===== config.mk =====
export PLATFORM = sky130hd
export DESIGN_NAME = rls_front
export DESIGN_NICKNAME = d
export VERILOG_FILES = /design/src/hdl/radiomap_level_scorer_defines.svh /design/src/hdl/rls_pkg.sv /design/src/hdl/rls_front.sv
export SDC_FILE = /design/constraint.sdc
export NUM_CORES = 1
export LEC_CHECK = 0
export ABC_AREA = 1
export BUFFER_PORTS_ARGS = -buffer_cell sky130_fd_sc_hd__buf_2
export CORE_MARGIN = 2
export CORE_UTILIZATION = 48
export CTS_BUF_LIST = sky130_fd_sc_hd__clkbuf_16
export CTS_CLUSTER_DIAMETER = 40
export DETAILED_ROUTE_END_ITERATION = 12
export PLACE_DENSITY = 0.79
export SLEW_MARGIN = 10
export SYNTH_ARGS = -nofsm -noshare
export SYNTH_HDL_FRONTEND = slang
export SYNTH_SLANG_ARGS = --single-unit

===== constraint.sdc =====
create_clock -name clk -period 3.6 [get_ports clk]
set_input_delay 0.72 -clock clk [delete_from_list [all_inputs] [get_ports clk]]
set_output_delay 0.72 -clock clk [all_outputs]
set_load 0.02 [all_outputs]

===== src/hdl/radiomap_level_scorer_defines.svh =====
// assertion macros for the level scorer
`ifndef RADIOMAP_LEVEL_SCORER_DEFINES_SVH
`define RADIOMAP_LEVEL_SCORER_DEFINES_SVH
// check a property on every clock edge outside reset
`define RLS_ASSERT(label, prop, msg) \
  label: assert property (@(posedge clk) disable iff (rst) (prop)) else $error(msg);
// check a property on every clock edge, reset included
`define RLS_ASSERT_ALWAYS(label, prop, msg) \
  label: assert property (@(posedge clk) (prop)) else $error(msg);
`endif


===== src/hdl/rls_pkg.sv =====
// ----------------------------------------------------------------------------
// rls_pkg
// shared types, codes and arithmetic helpers of the level scorer
// ----------------------------------------------------------------------------
`default_nettype none
package rls_pkg;
  localparam int unsigned WeightW = 40;
  localparam int unsigned CountW = 7;
  localparam int unsigned MagW = 12;
  localparam int unsigned TxW = 16;
  localparam int unsigned LvlW = 4;
  localparam int unsigned TermW = 20;
  localparam int unsigned SumW = 36;
  localparam logic [WeightW-1:0] WeightMax = {WeightW{1'b1}};
  localparam logic [CountW-1:0] CountMax = {CountW{1'b1}};
  localparam logic [TermW+4:0] TermNum = 25'd10485760;

  typedef enum logic [1:0] {
    CMD_CLEAR = 2'd0,
    CMD_LOAD = 2'd1,
    CMD_SCAN = 2'd2,
    CMD_NONE = 2'd3
  } cmd_t;

  typedef struct packed {
    cmd_t cmd;
    logic [LvlW-1:0] lvl;
    logic [TxW-1:0] tx;
    logic [MagW-1:0] mag;
    logic last;
  } item_t;

  function automatic logic [MagW-1:0] magnitude(input logic [MagW-1:0] raw);
    logic [MagW-1:0] r;
    r = raw[MagW-1] ? (~raw + 1'b1) : raw;
    if (raw == {1'b1, {(MagW-1){1'b0}}}) r = {1'b1, {(MagW-1){1'b0}}};
    return r;
  endfunction
endpackage
`default_nettype wire


===== src/hdl/rls_front.sv =====
// ----------------------------------------------------------------------------
// rls_front
// command intake and two-deep queue toward the scoring engine
// ----------------------------------------------------------------------------
`default_nettype none
module rls_front (
  input  wire logic            clk,
  input  wire logic            rst,
  input  wire logic            push,
  input  wire rls_pkg::item_t  din,
  output logic                 full,
  output logic                 avail,
  output rls_pkg::item_t       dout,
  input  wire logic            pop
);
  import rls_pkg::*;
  item_t q [2];
  item_t din_m;
  logic [1:0] fill;
  logic rd;
  logic wr;

  assign full = (fill == 2'd2);
  assign avail = (fill != 2'd0);
  assign dout = q[rd];

  always_comb begin
    din_m = din;
    din_m.mag = magnitude(din.mag);
  end

  always_ff @(posedge clk) begin
    if (rst) begin
      fill <= '0;
      rd <= 1'b0;
      wr <= 1'b0;
    end else begin
      if (push && !full) begin
        q[wr] <= din_m;
        wr <= ~wr;
      end
      if (pop && avail) rd <= ~rd;
      fill <= fill + {1'b0, push && !full} - {1'b0, pop && avail};
    end
  end
endmodule
`default_nettype wire


==> results.cfg <==
[sta]
finalHoldViolCount = 0
timing.setup.tns_ns = 0
setup_viol = 0
relSlewSlack_pct = 33.6
timing.final.crit_period_ns = 2.48
achievable-frequency_mhz = 404
setup_repair_after_global_routing_missed_its_margin = false
final_min_period_over_clock_period_pct = 68.8
worst_slew_pin_slew_ns = 0.994
clock-skew-final_ns = 0.00354
slew_viol_final = 0

[grt]
grtUsageTotal_pct = 14.2
initial_antenna_violation_count = 0
global_route_wire_length_before_repair_um = 7800
pin_count_of_the_biggest_net_entering_global_routing = 36
first_global_vias = 1760
congestion_overflow_gr = 0

[setup_path]
crit_arrival_ns = 1.76
timing.critical_path.to_type = output pin
required_time_of_the_critical_path_ns = 2.88
setup.worst_path.start_class = flip-flop
worstPathMaxFanout = 35
setup_cp_type = flip-flop to output pin
critical_path_cell_sequence = mux2_2 -> buf_2
critical_path.max_stage_delay_ns = 0.86
critical_path.slowest_cell = dfxtp_2

[route]
post_drt_via_cell_ratio = 4.79
postRouteAntennaNets = 0
drt-total-wl_um = 4870
post-route-drc-count = 0
avgRoutedWirePerCell_um = 13.0
drtIter0Drc = 46
via_count = 1792
detail_route.first_pass.iterations = 4

[logic_synthesis]
adder_cell_area_share_of_the_yosys_netlist_pct = 1.20
postSynthNetCount = 252
synth.ff_latch_count = 75
synthesis.area_per_instance_um2 = 14.9
synth_simple_gate_area_share_pct = 9.14
combinational_family_with_the_most_area_after_synthesis = multiplexers
synth.yosys.warnings = 0
compound_gate_portion_of_the_synthesized_area_pct = 1.72
synth.distinct_cells = 27
syn-cell-area_um2 = 3130
ys_seq_area_share_pct = 70.3
muxShareOfSynthArea_pct = 12.6
synth_cells = 210
synth_xor_xnor_area_share_pct = 1.40

[pwr]
intPower_mw = 1.74
pwr_density_cell_nw_per_um2 = 628
cellLeakagePower_nw = 1.53
p_sw_mw = 0.668
power.share.switching_pct = 27.7
power.sequential.fraction_pct = 46.5
irDropWorstVdd_mv = 0.341
share_comb_of_total_power_pct = 23.0
p_clk_share_pct = 30.5

[die]
die_height_um = 84.8
core_area_um2 = 6350
floorplan.initialDensity_pct = 49.4
fp.dieW_um = 84.8
boundaryPins = 76
area_of_the_die_um2 = 7190
placementRows = 29

[clock_network]
clock_sinks = 75
insertion_delay_ns = 0.31
clock-root-buffer = clkbuf_16
htreeDepth = 3
post_cts_resize_count = 0
cts-hold-fix-buffers = 0
cts_inserted_buffers = 9
cts_max_path_buffers = 2
post-cts-setup-buffers = 0
cts_tree = done
cts.clk_slew.worst_paths_ns = 0.05

[place]
place.port_buffers = 75
dp_hpwl_um = 3410
gp_routability_congestion = 0.753

[job]
cap_viol_max_count = 0

[final_layout]
finish.utilization_pct = 60.5
drive_gt1_share_pct = 45.5
seqCellArea_um2 = 2200
final_cell_mix = buf_2 (75), edfxtp_1 (70), mux2_2 (35)
multi_input_comb_area_um2 = 835
most_common_cell_after_layout_fill_and_taps_aside = buf_2
final_nets = 335
n_antenna_cell = 0
nFillCells = 511
areaGrowthSynthToFinish_pct = 22.5

[status]
run_status = finished, final reports clean

[worst_hold_path]
hold_path_class = flip-flop to flip-flop
flip-flops by register name, summed over array words and instances, names as in the netlist, named ones only:
name and flops:
fill 2, q 70, rd 1, wr 1
cells in the mapped netlist (all sizes together):
master | n | share of area [%]
nand2 | 24 | 3.0
mux2 | 35 | 13
nand4 | 2 | 0.60
nor2 | 20 | 2.6
o21ai | 3 | 0.60
edfxtp | 70 | 67
xor2 | 4 | 1.1
o211ai | 1 | 0.24
dfxtp | 5 | 3.2
nor3 | 1 | 0.32
nor3b | 4 | 0.96
xnor2 | 1 | 0.28
inv | 17 | 2.0
or2 | 2 | 0.40
ha | 3 | 1.2
o21a | 1 | 0.24
a21oi | 4 | 0.64
nand3 | 8 | 1.3
buf | 5 | 1.7
worst max-delay path, delay by kind of cell, from the launching register on:
| kind | cells | cell delay (ns) |
|---|---|---|
| buffers and inverters | 1 | 0.16 |
| muxes | 1 | 0.42 |
| DFF | 1 | 0.86 |
worst paths after layout:
path,start,end,slack [ns],depth (start not counted)
setup / recovery,flip-flop,dout[5],1.12,2
hold / removal,wr,wr,0.49,2
setup reg to reg,fill[0],q[0][31],1.63,3
hold reg to reg,wr,wr,0.49,2
power groups by stage:
stage	Sequential [mW]	Clock [mW]	Combinational [mW]
floorplan	1.09	0	0.453
global placement	1.14	0	0.547
detailed placement	1.14	0	0.560
CTS	1.12	0.749	0.564
global route	1.13	0.780	0.605
finish	1.12	0.735	0.555
stage by stage:
step                      worst slack (ns)  power, mW  std cells  area (um2)  hold WS, ns
after floorplan                      0.682       1.54        210        3140        0.440
after global placement                1.28       1.68        359        3590        0.470
after detailed placement              1.25       1.70        359        3590        0.482
after CTS                             1.08       2.44        374        3840        0.489
after global routing                  1.02       2.52        374        3840        0.509
final                                 1.12       2.41        374        3840        0.488
layout make-up:
class	count	area share [%]
Inverter	17	1.66
Clock inverter	6	0.652
Clock buffer	9	5.87
Tap cell	77	2.51
Sequential cell	75	57.4
Multi-Input combinational cell	113	21.7
Timing Repair Buffer	77	10.2
routing by layer:
layer	wire length [um]	part of all wire (%)	track usage, %
met1	2050	42	15.9
met2	2510	51	25.4
met3	232	4.8	4.13
met4	75	1.5	5.63
met5	0	0	0
cells by family after synthesis:
family | count (synthesis)
multiplexers | 35
AND/OR/NAND/NOR | 61
AO/OA/AOI/OAI | 9
buffers and inverters | 22
XOR/XNOR | 5
adder cells (fa/ha/maj) | 3
flip-flops | 75
Power figures use the tool's default switching activity.
